[src/rtl/msscan_pkg.sv]
// Shared types and constants for the minimum-tracking stack.
`timescale 1ns / 1ps

package msscan_pkg;

  // Field widths of one beat on either side
  localparam int OP_BITS      = 2;
  localparam int VALUE_BITS   = 32;
  localparam int STATUS_BITS  = 2;
  localparam int S_TDATA_BITS = 40;
  localparam int M_TDATA_BITS = 40;

  // Field positions inside s_tdata and m_tdata
  localparam int OP_LSB     = 0;
  localparam int VALUE_LSB  = OP_BITS;
  localparam int STATUS_LSB = 0;
  localparam int RESULT_LSB = STATUS_BITS;

  typedef enum logic [OP_BITS-1:0] {
    OP_PUSH = 2'd0,
    OP_POP  = 2'd1,
    OP_MIN  = 2'd2
  } op_t;

  typedef enum logic [STATUS_BITS-1:0] {
    ST_OK    = 2'd0,
    ST_EMPTY = 2'd1,
    ST_FULL  = 2'd2
  } status_t;

  // Port controls from the sequencer to the entry memory
  typedef struct packed {
    logic wr_en;
    logic rd_en;
  } mem_ctl_t;

endpackage

[src/rtl/msscan_ram.sv]
// Entry memory: one write port, one read port with registered read data.
`timescale 1ns / 1ps

module msscan_ram #(
  parameter int DEPTH = 128,
  parameter int WIDTH = 32
) (
  input  logic                     clk,
  input  msscan_pkg::mem_ctl_t     mem_ctl,
  input  logic [$clog2(DEPTH)-1:0] wr_addr,
  input  logic [WIDTH-1:0]         wr_data,
  input  logic [$clog2(DEPTH)-1:0] rd_addr,
  output logic [WIDTH-1:0]         rd_data
);

  logic [WIDTH-1:0] mem [DEPTH];

  // Write on request
  always_ff @(posedge clk) begin
    if (mem_ctl.wr_en) begin
      mem[wr_addr] <= wr_data;
    end
  end

  // Read on request; hold the last read word otherwise
  always_ff @(posedge clk) begin
    if (mem_ctl.rd_en) begin
      rd_data <= mem[rd_addr];
    end
  end

endmodule

[src/rtl/msscan_ctrl.sv]
// Sequencer: stack pointer, pop readback, minimum scan and the result register.
`timescale 1ns / 1ps

module msscan_ctrl #(
  parameter int DEPTH     = 128,
  parameter int WORD_BITS = 32,
  parameter int STORE_BITS = (WORD_BITS < msscan_pkg::VALUE_BITS) ? WORD_BITS
                                                                  : msscan_pkg::VALUE_BITS
) (
  input  logic                                clk,
  input  logic                                rst,
  input  logic                                s_tvalid,
  output logic                                s_tready,
  input  logic [msscan_pkg::S_TDATA_BITS-1:0] s_tdata,
  output logic                                m_tvalid,
  input  logic                                m_tready,
  output logic [msscan_pkg::M_TDATA_BITS-1:0] m_tdata,
  output msscan_pkg::mem_ctl_t                mem_ctl,
  output logic [$clog2(DEPTH)-1:0]            wr_addr,
  output logic [STORE_BITS-1:0]               wr_data,
  output logic [$clog2(DEPTH)-1:0]            rd_addr,
  input  logic [STORE_BITS-1:0]               rd_data
);

  localparam int ADDR_BITS = $clog2(DEPTH);
  localparam int CNT_BITS  = $clog2(DEPTH + 1);

  typedef enum logic [1:0] {
    S_IDLE,
    S_POP_WAIT,
    S_SCAN,
    S_SEND
  } state_t;

  state_t                                  state;
  logic [CNT_BITS-1:0]                     count;
  logic [CNT_BITS-1:0]                     idx;
  logic [STORE_BITS-1:0]                   least;
  msscan_pkg::status_t                     out_status;
  logic [msscan_pkg::VALUE_BITS-1:0]       out_value;

  msscan_pkg::op_t                         op;
  logic [msscan_pkg::VALUE_BITS-1:0]       value;
  logic                                    accept;
  logic                                    out_free;
  logic                                    full;
  logic                                    empty;
  logic                                    result_load;
  logic [CNT_BITS-1:0]                     count_dec;
  logic [STORE_BITS-1:0]                   least_next;

  // Unpack the input beat
  assign op    = msscan_pkg::op_t'(s_tdata[msscan_pkg::OP_LSB +: msscan_pkg::OP_BITS]);
  assign value = s_tdata[msscan_pkg::VALUE_LSB +: msscan_pkg::VALUE_BITS];

  assign out_free  = !m_tvalid || m_tready;
  assign s_tready  = (state == S_IDLE) && out_free;
  assign accept    = s_tvalid && s_tready;
  assign full      = (count == CNT_BITS'(DEPTH));
  assign empty     = (count == '0);
  assign count_dec = count - 1'b1;

  // Load the result register on direct answers and at the end of a pop or scan
  assign result_load = (accept && !(((op == msscan_pkg::OP_POP) || (op == msscan_pkg::OP_MIN))
                                    && !empty))
                       || ((state == S_SEND) && out_free);

  // Keep the smaller of the running minimum and the word just read
  assign least_next = (rd_data < least) ? rd_data : least;

  // Push writes at the top; a read is only issued after that write has landed
  assign wr_addr       = count[ADDR_BITS-1:0];
  assign wr_data       = value[STORE_BITS-1:0];

  // Issue reads: top entry for pop, entry zero then upward for the scan
  always_comb begin
    mem_ctl.wr_en = accept && (op == msscan_pkg::OP_PUSH) && !full;
    mem_ctl.rd_en = 1'b0;
    rd_addr       = '0;
    case (state)
      S_IDLE: begin
        if (accept && !empty) begin
          if (op == msscan_pkg::OP_POP) begin
            mem_ctl.rd_en = 1'b1;
            rd_addr       = count_dec[ADDR_BITS-1:0];
          end else if (op == msscan_pkg::OP_MIN) begin
            mem_ctl.rd_en = 1'b1;
          end
        end
      end
      S_SCAN: begin
        if (idx < count) begin
          mem_ctl.rd_en = 1'b1;
          rd_addr       = idx[ADDR_BITS-1:0];
        end
      end
      default: begin
      end
    endcase
  end

  // Sequence the operations and hold the result beat
  always_ff @(posedge clk) begin
    if (rst) begin
      state    <= S_IDLE;
      count    <= '0;
      m_tvalid <= 1'b0;
    end else begin
      if (result_load) begin
        m_tvalid <= 1'b1;
      end else if (m_tvalid && m_tready) begin
        m_tvalid <= 1'b0;
      end
      case (state)
        S_IDLE: begin
          if (accept) begin
            case (op)
              msscan_pkg::OP_PUSH: begin
                out_value <= '0;
                if (full) begin
                  out_status <= msscan_pkg::ST_FULL;
                end else begin
                  out_status <= msscan_pkg::ST_OK;
                  count      <= count + 1'b1;
                end
              end
              msscan_pkg::OP_POP: begin
                if (empty) begin
                  out_status <= msscan_pkg::ST_EMPTY;
                  out_value  <= '0;
                end else begin
                  count <= count_dec;
                  state <= S_POP_WAIT;
                end
              end
              msscan_pkg::OP_MIN: begin
                if (empty) begin
                  out_status <= msscan_pkg::ST_EMPTY;
                  out_value  <= '0;
                end else begin
                  idx   <= CNT_BITS'(1);
                  least <= '1;
                  state <= S_SCAN;
                end
              end
              default: begin
                // Unused code: answer ok with a zero word, stack untouched
                out_status <= msscan_pkg::ST_OK;
                out_value  <= '0;
              end
            endcase
          end
        end
        S_POP_WAIT: begin
          least <= rd_data;
          state <= S_SEND;
        end
        S_SCAN: begin
          least <= least_next;
          if (idx == count) begin
            state <= S_SEND;
          end else begin
            idx <= idx + 1'b1;
          end
        end
        S_SEND: begin
          if (out_free) begin
            out_status <= msscan_pkg::ST_OK;
            out_value  <= msscan_pkg::VALUE_BITS'(least);
            state      <= S_IDLE;
          end
        end
        default: begin
          state <= S_IDLE;
        end
      endcase
    end
  end

  // Pack the result beat
  assign m_tdata = msscan_pkg::M_TDATA_BITS'({out_value, out_status});

endmodule

[src/rtl/min_stack_scan.sv]
// Push, unused codes and empty/full answers load the result register straight from the accept;
// a pop passes through S_POP_WAIT and S_SEND, a min scans its N held entries and then S_SEND.
// A new input beat is taken only once the previous op is back in S_IDLE; the min scan reads the
// entry memory one word per cycle through its single read port.
// A result waiting on m_tready holds off the next input beat only while it stalls.
// Reset (rst, synchronous) empties the stack; memory contents are not cleared.
`timescale 1ns / 1ps

module min_stack_scan #(
  parameter int DEPTH     = 128,
  parameter int WORD_BITS = 32
) (
  input  logic                                clk,
  input  logic                                rst,
  input  logic                                s_tvalid,
  output logic                                s_tready,
  // s_tdata, low bit up: op[1:0], value[33:2], zero pad[39:34]
  input  logic [msscan_pkg::S_TDATA_BITS-1:0] s_tdata,
  output logic                                m_tvalid,
  input  logic                                m_tready,
  // m_tdata, low bit up: status[1:0], result_value[33:2], zero pad[39:34]
  output logic [msscan_pkg::M_TDATA_BITS-1:0] m_tdata
);

  localparam int ADDR_BITS  = $clog2(DEPTH);
  localparam int STORE_BITS = (WORD_BITS < msscan_pkg::VALUE_BITS) ? WORD_BITS
                                                                   : msscan_pkg::VALUE_BITS;

  msscan_pkg::mem_ctl_t    mem_ctl;
  logic [ADDR_BITS-1:0]    wr_addr;
  logic [STORE_BITS-1:0]   wr_data;
  logic [ADDR_BITS-1:0]    rd_addr;
  logic [STORE_BITS-1:0]   rd_data;

  // Stack pointer, scan and result sequencing
  msscan_ctrl #(
    .DEPTH      (DEPTH),
    .WORD_BITS  (WORD_BITS),
    .STORE_BITS (STORE_BITS)
  ) u_ctrl (
    .clk      (clk),
    .rst      (rst),
    .s_tvalid (s_tvalid),
    .s_tready (s_tready),
    .s_tdata  (s_tdata),
    .m_tvalid (m_tvalid),
    .m_tready (m_tready),
    .m_tdata  (m_tdata),
    .mem_ctl  (mem_ctl),
    .wr_addr  (wr_addr),
    .wr_data  (wr_data),
    .rd_addr  (rd_addr),
    .rd_data  (rd_data)
  );

  // Stack entries
  msscan_ram #(
    .DEPTH (DEPTH),
    .WIDTH (STORE_BITS)
  ) u_ram (
    .clk     (clk),
    .mem_ctl (mem_ctl),
    .wr_addr (wr_addr),
    .wr_data (wr_data),
    .rd_addr (rd_addr),
    .rd_data (rd_data)
  );

endmodule

[config.mk]
export PLATFORM = sky130hd
export DESIGN_NAME = min_stack_scan
export DESIGN_NICKNAME = d
export VERILOG_FILES = /design/src/rtl/msscan_pkg.sv /design/src/rtl/msscan_ram.sv /design/src/rtl/msscan_ctrl.sv /design/src/rtl/min_stack_scan.sv
export SDC_FILE = /design/constraint.sdc
export NUM_CORES = 2
export LEC_CHECK = 0
export CAP_MARGIN = 25
export CORE_MARGIN = 1
export CORE_UTILIZATION = 48
export CTS_CLUSTER_DIAMETER = 150
export DETAILED_ROUTE_END_ITERATION = 16
export DONT_BUFFER_PORTS = 1
export GPL_TIMING_DRIVEN = 0
export SLEW_MARGIN = 20
export SYNTH_ARGS = -nofsm -noshare
export SYNTH_HDL_FRONTEND = slang
export SYNTH_SLANG_ARGS = --single-unit
export TNS_END_PERCENT = 10
[constraint.sdc]
create_clock -name clk -period 11.9 [get_ports clk]
set_clock_uncertainty 0.2 [all_clocks]
set_input_delay 0.595 -clock clk [delete_from_list [all_inputs] [get_ports clk]]
set_output_delay 0.595 -clock clk [all_outputs]
set_load 0.01 [all_outputs]
Word level (Yosys, flattened, before mapping)

Memories as Yosys holds them, arrays and structs flattened. A register that Yosys moved wholly into a read port is not among the register bits.
Index checks and enable logic that the tools add are counted.
W data, S select, Z words.

Reduce and logical (&&, ||, !) cells: 30
Mux-type cells: 43
Magnitude comparators: 2
Bitwise operators: 1
Equal/unequal tests: 20
Add/sub/neg operators: 3

Operators with widths:

| kind                  | number |
|---|---|
| $mux W32              | 8 |
| $pmux W32 S3          | 1 |
| $pmux W32 S2          | 1 |
| $mux W8               | 6 |
| $lt A32 B32 Y1        | 1 |
| $pmux W8 S2           | 2 |
| $mux W7               | 3 |
| $reduce_and A6 Y1     | 3 |
| $add A8 B1 Y8 const B | 2 |
| $mux W2               | 8 |
| $pmux W7 S2           | 1 |
| $pmux W2 S2           | 3 |
| $ne A2 B2 Y1 const B  | 5 |
| $reduce_and A5 Y1     | 2 |
| $logic_and A1 B1 Y1   | 9 |
| $ne A3 B3 Y1 const B  | 3 |
| $eq A8 B8 Y1          | 1 |
| $eq A8 B8 Y1 const B  | 1 |
| $logic_not A8 Y1      | 1 |
| $lt A8 B8 Y1          | 1 |
| $mux W1               | 8 |
| $ne A2 B1 Y1 const B  | 4 |
| $pmux W2 S4           | 1 |
| $reduce_bool A2 Y1    | 4 |
| 11 further kinds      | 20 |

Bits in writable memories: 4096
Memories: 1
Register bits after elaboration: 85
Bits of input ports: 44

Memory list:

| name      | words | width | read ports | clocked after memory_dff | wr ports | RTL line         | RTL |
|---|---|---|---|---|---|---|---|
| u_ram.mem | 128   | 32    | 1          | 1                        | 1        | msscan_ram.sv:16 | `logic [WIDTH-1:0] mem [DEPTH];` |

Depth between registers and ports, before layout

Word-level depth: 8
Mapped depth: 18
Gate-level depth less buffers: 12

Hierarchy

A second synthesis with hierarchy kept.

Cell total of the unflattened synthesis: 6477
Area total of the unflattened synthesis: 161775.2 µm²

By module, submodules not included:

| module      | cells an instance | area each (µm²) | sequential area each (µm²) | times used |
|---|---|---|---|---|
| msscan_ram  | 5990              | 156596.4        | 123958.9                   | 1 |
| msscan_ctrl | 487               | 5178.7          | 2442.3                     | 1 |

Least setup slack after synthesis

OpenSTA, ideal clock, no wires.

Path type: register to register
From: register u_ctrl.count[0]
To: memory u_ram.mem[90][0], enable pin
Arrival: 4363 ps
Buffers on the path: 1
Clock period less this slack: 5065 ps
Path slack: 6835 ps
Setup time: 502 ps
Required time: 11198 ps
Stages on the path, launching flop included: 8
Cell sequence: dfxtp_1 > buf_2 > inv_1 > ha_1 > nand4_1 > or2_2 > nand3_1 > nor4_1

Cells in the longest elaborated chain, start to end: 5

Ends and longest elaborated chain:

| element                       | RTL line           | RTL |
|---|---|---|
| start: declaration            | msscan_ctrl.sv:36  | `logic [CNT_BITS-1:0] count;` |
| start signal: assignment      | msscan_ctrl.sv:124 | `count <= count + 1'b1;` |
| start signal: assignment      | msscan_ctrl.sv:132 | `count <= count_dec;` |
| $eq A8 B8 Y1                  | msscan_ctrl.sv:59  | `assign full = (count == CNT_BITS'(DEPTH));` |
| $logic_not A1 Y1              | msscan_ctrl.sv:77  | `mem_ctl.wr_en = accept && (op == msscan_pkg::OP_PUSH) && !full;` |
| $logic_and A1 B1 Y1           | msscan_ctrl.sv:77  |  |
| $mux W1                       | msscan_ram.sv:20   | `if (mem_ctl.wr_en) begin` |
| $mux W1 (implied by the code) | msscan_ram.sv:21   | `mem[wr_addr] <= wr_data;` |
| end: declaration              | msscan_ram.sv:16   |  |

Parallel ways exist; a longest one is shown, timed or not.

Worst setup path after layout

From: register u_ctrl.count[0]
To: register u_ram.rd_data[25] (read register of u_ram.mem) (data pin)

Cells in the longest elaborated chain, start to end: 5

Ends and longest elaborated chain:

| element                                                               | RTL line         | RTL |
|---|---|---|
| parallel branches: the longest is 5 deep, another holds $sub A8 B1 Y8 | -                |  |
| end: declaration                                                      | msscan_ram.sv:13 | `output logic [WIDTH-1:0] rd_data` |

Several ways; the timed one is not identified.
A chain may end at the register's enable or synchronous reset.

==> impl_metrics.tcl <==
set metrics [dict create \
    cp-start-kind "register" \
    rows 212 \
    vias 83030 \
    whs_ps 83.95 \
    post_cts_buffers 0 \
    powerDensity_nw_per_um2 184.7 \
    multi_input_area_um2 33730 \
    wl_per_cell_um 37.56 \
    antenna_found_initial 51 \
    hold_buffers 68 \
    cp_cell_sequence "buf_2 > inv_1 > ha_1 > and4_1 > buf_4 > nor3_1 > a31o_2 > buf_2 > buf_2 > buf_2 > buf_2 > mux4_2 > a22oi_1 > a21oi_1 > nor4_2 > o31ai_1" \
    nFillCells 24540 \
    cp_slowest_stage_delay_ps 990 \
    first_pass_iters 6 \
    cts-resized-gates 0 \
    grt_pass1_wl_um 660800 \
    tritoncts "built" \
    synth_xor_area_share_pct 0.09795 \
    drcViolationCount 0 \
    power.total_mw 34.59 \
    clk_pin_slew_ps 60 \
    drv_cap 0 \
    synthDistinctLibCells 60 \
    synth-edff-count 4202 \
    grt_pass1_vias 81190 \
    start_util_pct 48.24 \
    worstSetupStartpoint "u_ctrl.count[0]" \
    hold_viol 0 \
    die_area_um2 337600 \
    gp_congestion 0.9733 \
    cts_num_sinks 4213 \
    min_period_ps 7331 \
    gr-total-overflow 0 \
    insertion_delay_ps 970 \
    wl_met2_um 221800 \
    met1_length_um 189800 \
    ios 86 \
    worstMarginPinSlew_ps 1245 \
    nNetsFinal 8175 \
    synth_mux_area_share_pct 14.03 \
    cts_buffers 416 \
    yosys.area_share.simple_pct 2.300 \
    drt_wl_total_um 482100 \
    ys.warnings.count 0 \
    cp_num_buf_inv 7 \
    clock_path_buffers 4 \
    syn-cell-area_um2 161000 \
    peakVddDrop_v 0.0001320 \
    area_growth_pct 16.34 \
    r2r-start "u_ctrl.count[0]" \
    cts_root_buffer "clkbuf_16" \
    power_leakage_nw 58.46 \
    path_delay_family "buffers and inverters" \
    relSlewSlack_pct 16.27 \
    synth-async-reset-ratio_pct 0 \
    placed_cell_area_um2 172500 \
    fin_crit_sh_pct 61.60 \
    seq_area_um2 126400 \
    min_from "s_tdata[0]" \
    synth_compound_area_share_pct 3.281 \
    syn_area_per_cell_um2 21.93 \
    yosysSeqAreaShare_pct 78.53 \
    min_path_type "in2reg" \
    fmax_mhz 136.4 \
    highest_layer "met5" \
    crit_slowest_cell "nor4_2" \
    drive_above_1_share_pct 27.50 \
    coreArea_um2 333700 \
    chipWidth_um 581.1 \
    synth_top_family_by_area "multiplexers" \
    grt_max_degree 129 \
    die_h_um 581.1 \
    drt_first_iter_violations 13120 \
    final_antenna_net_count 0 \
    cp-end-kind "register" \
    crit_fanout 11 \
    htree_levels 5 \
    synth_flop_cell "edfxtp_1" \
    fin_setup_tns_ps 0 \
    cp_common_cell "buf_2" \
    status "finished, final reports clean" \
    hpwl_um 315600 \
    finalSetupViolations 0 \
    portBuffers 0 \
    synth_fa_ha_area_share_pct 0.3887 \
    rsz0062_at_grt "false" \
    critical_path_class "reg2reg" \
    viasPerCell 6.468 \
    ys_ff_latch 4213 \
    grt_util_all_layers_pct 28.42 \
    fin_area_um2 187300 \
    crit_required_ps 12280 \
    cp.arrival_ps 7710 \
    syn_inst 7338 \
    wl_met3_um 52230 \
    drv_slew 0 \
]
-- routing by layer --
| layer | global-route usage, % | vias up |
|---|---|---|
| met5 | 0 | - |
| met1 | 40.65 | 44880 |
| li1 | - | 32640 |
| met3 | 6.725 | 716 |
| met2 | 43.11 | 4786 |
| met4 | 9.964 | 4 |
-- flip-flops by register name, indices dropped and copies added, names as in the netlist --
| name | flops |
|---|---|
| u_ram.mem | 4096 |
| u_ctrl.least | 32 |
| u_ctrl.out_value | 32 |
| u_ram.rd_data | 32 |
| u_ctrl.count | 8 |
| u_ctrl.idx | 8 |
| u_ctrl.out_status | 2 |
| u_ctrl.state | 2 |
| u_ctrl.m_tvalid | 1 |
-- Yosys cell counts, drive strengths merged, types with 16 or more instances --
master	n	share of area [%]
edfxtp	4202	78
o22ai	26	0.10
a22oi	356	1.7
and2	43	0.17
mux4	985	14
a32oi	33	0.18
nand3	137	0.43
xnor2	16	0.087
buf	263	0.90
a21o	18	0.084
nand2	266	0.62
nor3	41	0.14
nand4	38	0.15
a21oi	200	0.62
ha	50	0.39
nor2	191	0.45
a22o	31	0.17
mux2i	39	0.24
clkbuf	154	0.36
nand2b	35	0.14
nor4	29	0.11
inv	46	0.11
o31ai	27	0.13
-- kinds of logic after synthesis --
logic type | Yosys count
buffers and inverters | 464
flip-flops | 4213
AO/OA/AOI/OAI | 766
adder cells (fa/ha/maj) | 50
other | 1
AND/OR/NAND/NOR | 801
multiplexers | 1025
XOR/XNOR | 18
-- tightest hold or removal path: cells and delay by family --
| kind | cells | cell delay [ps] |
|---|---|---|
| adder cells (fa/ha/maj) | 1 | 240 |
| buffers and inverters | 1 | 50 |
| AND/OR/NAND/NOR | 1 | 190 |
-- path summary, 6_finish.rpt --
kind | slack (ps) | to | cells after the start
worst min register to register | 350 | u_ctrl.state[0] | 2
worst min-delay path | 80 | u_ctrl.out_status[1] | 3
worst max-delay path | 4570 | u_ram.rd_data[25] | 16
worst max register to register | 4570 | u_ram.rd_data[25] | 16
-- placed cells by master (no fill, tap or decap), drive strengths merged, types with 5 or more instances in the layout --
cell type    synthesis  layout
nand3              137     137
nor4                29      29
xnor2               16      16
and2                43      43
a22o                31      31
mux2i               39      39
conb                 1       6
a21oi              200     200
inv                 46      60
diode                0      27
o211ai              14      14
bufinv               0      46
clkbuf             154     652
dlygate4sd3          0      36
or2                  5       5
clkinvlp             0      14
o31ai               27      27
ha                  50      50
clkinv               1     188
a22oi              356     356
a31oi               11      11
a211oi              13      13
nand2              266     266
nand4               38      38
a32oi               33      33
edfxtp            4202    4202
nand2b              35      35
o22ai               26      26
buf                263     547
o21ai               15      15
a21o                18      18
nor3                41      41
mux4               985     985
dfxtp               11      11
a31o                 5       5
nor2               191     191
-- stage by stage --
step,worst slack (ps),util [%],cells
after floorplan,6835,-,7343
after global placement,2039,49.89,11730
after detailed placement,4802,51.70,11980
after CTS,4956,56.08,12810
after global routing,4807,56.10,12820
final,4569,56.12,12840
-- power breakdown --
part	leakage, nW	switching (mW)	total, mW	internal (mW)
sequential	37.8	0.0639	16.5	16.5
combinational	14.1	3.35	4.98	1.63
clock	6.52	5.61	13.1	7.47
-- final cells by class --
type | count | share of cell area, %
plain buffers | 417 | 1.095
inverters | 47 | 0.09421
multi-input cells | 2666 | 18.01
clock buffers | 498 | 5.780
flip-flops and latches | 4213 | 67.50
well taps | 4387 | 2.931
repair buffers | 320 | 3.186
clock inverters | 261 | 1.364
diodes | 27 | 0.03608
Note: power is estimated with default switching activity, not from simulation.
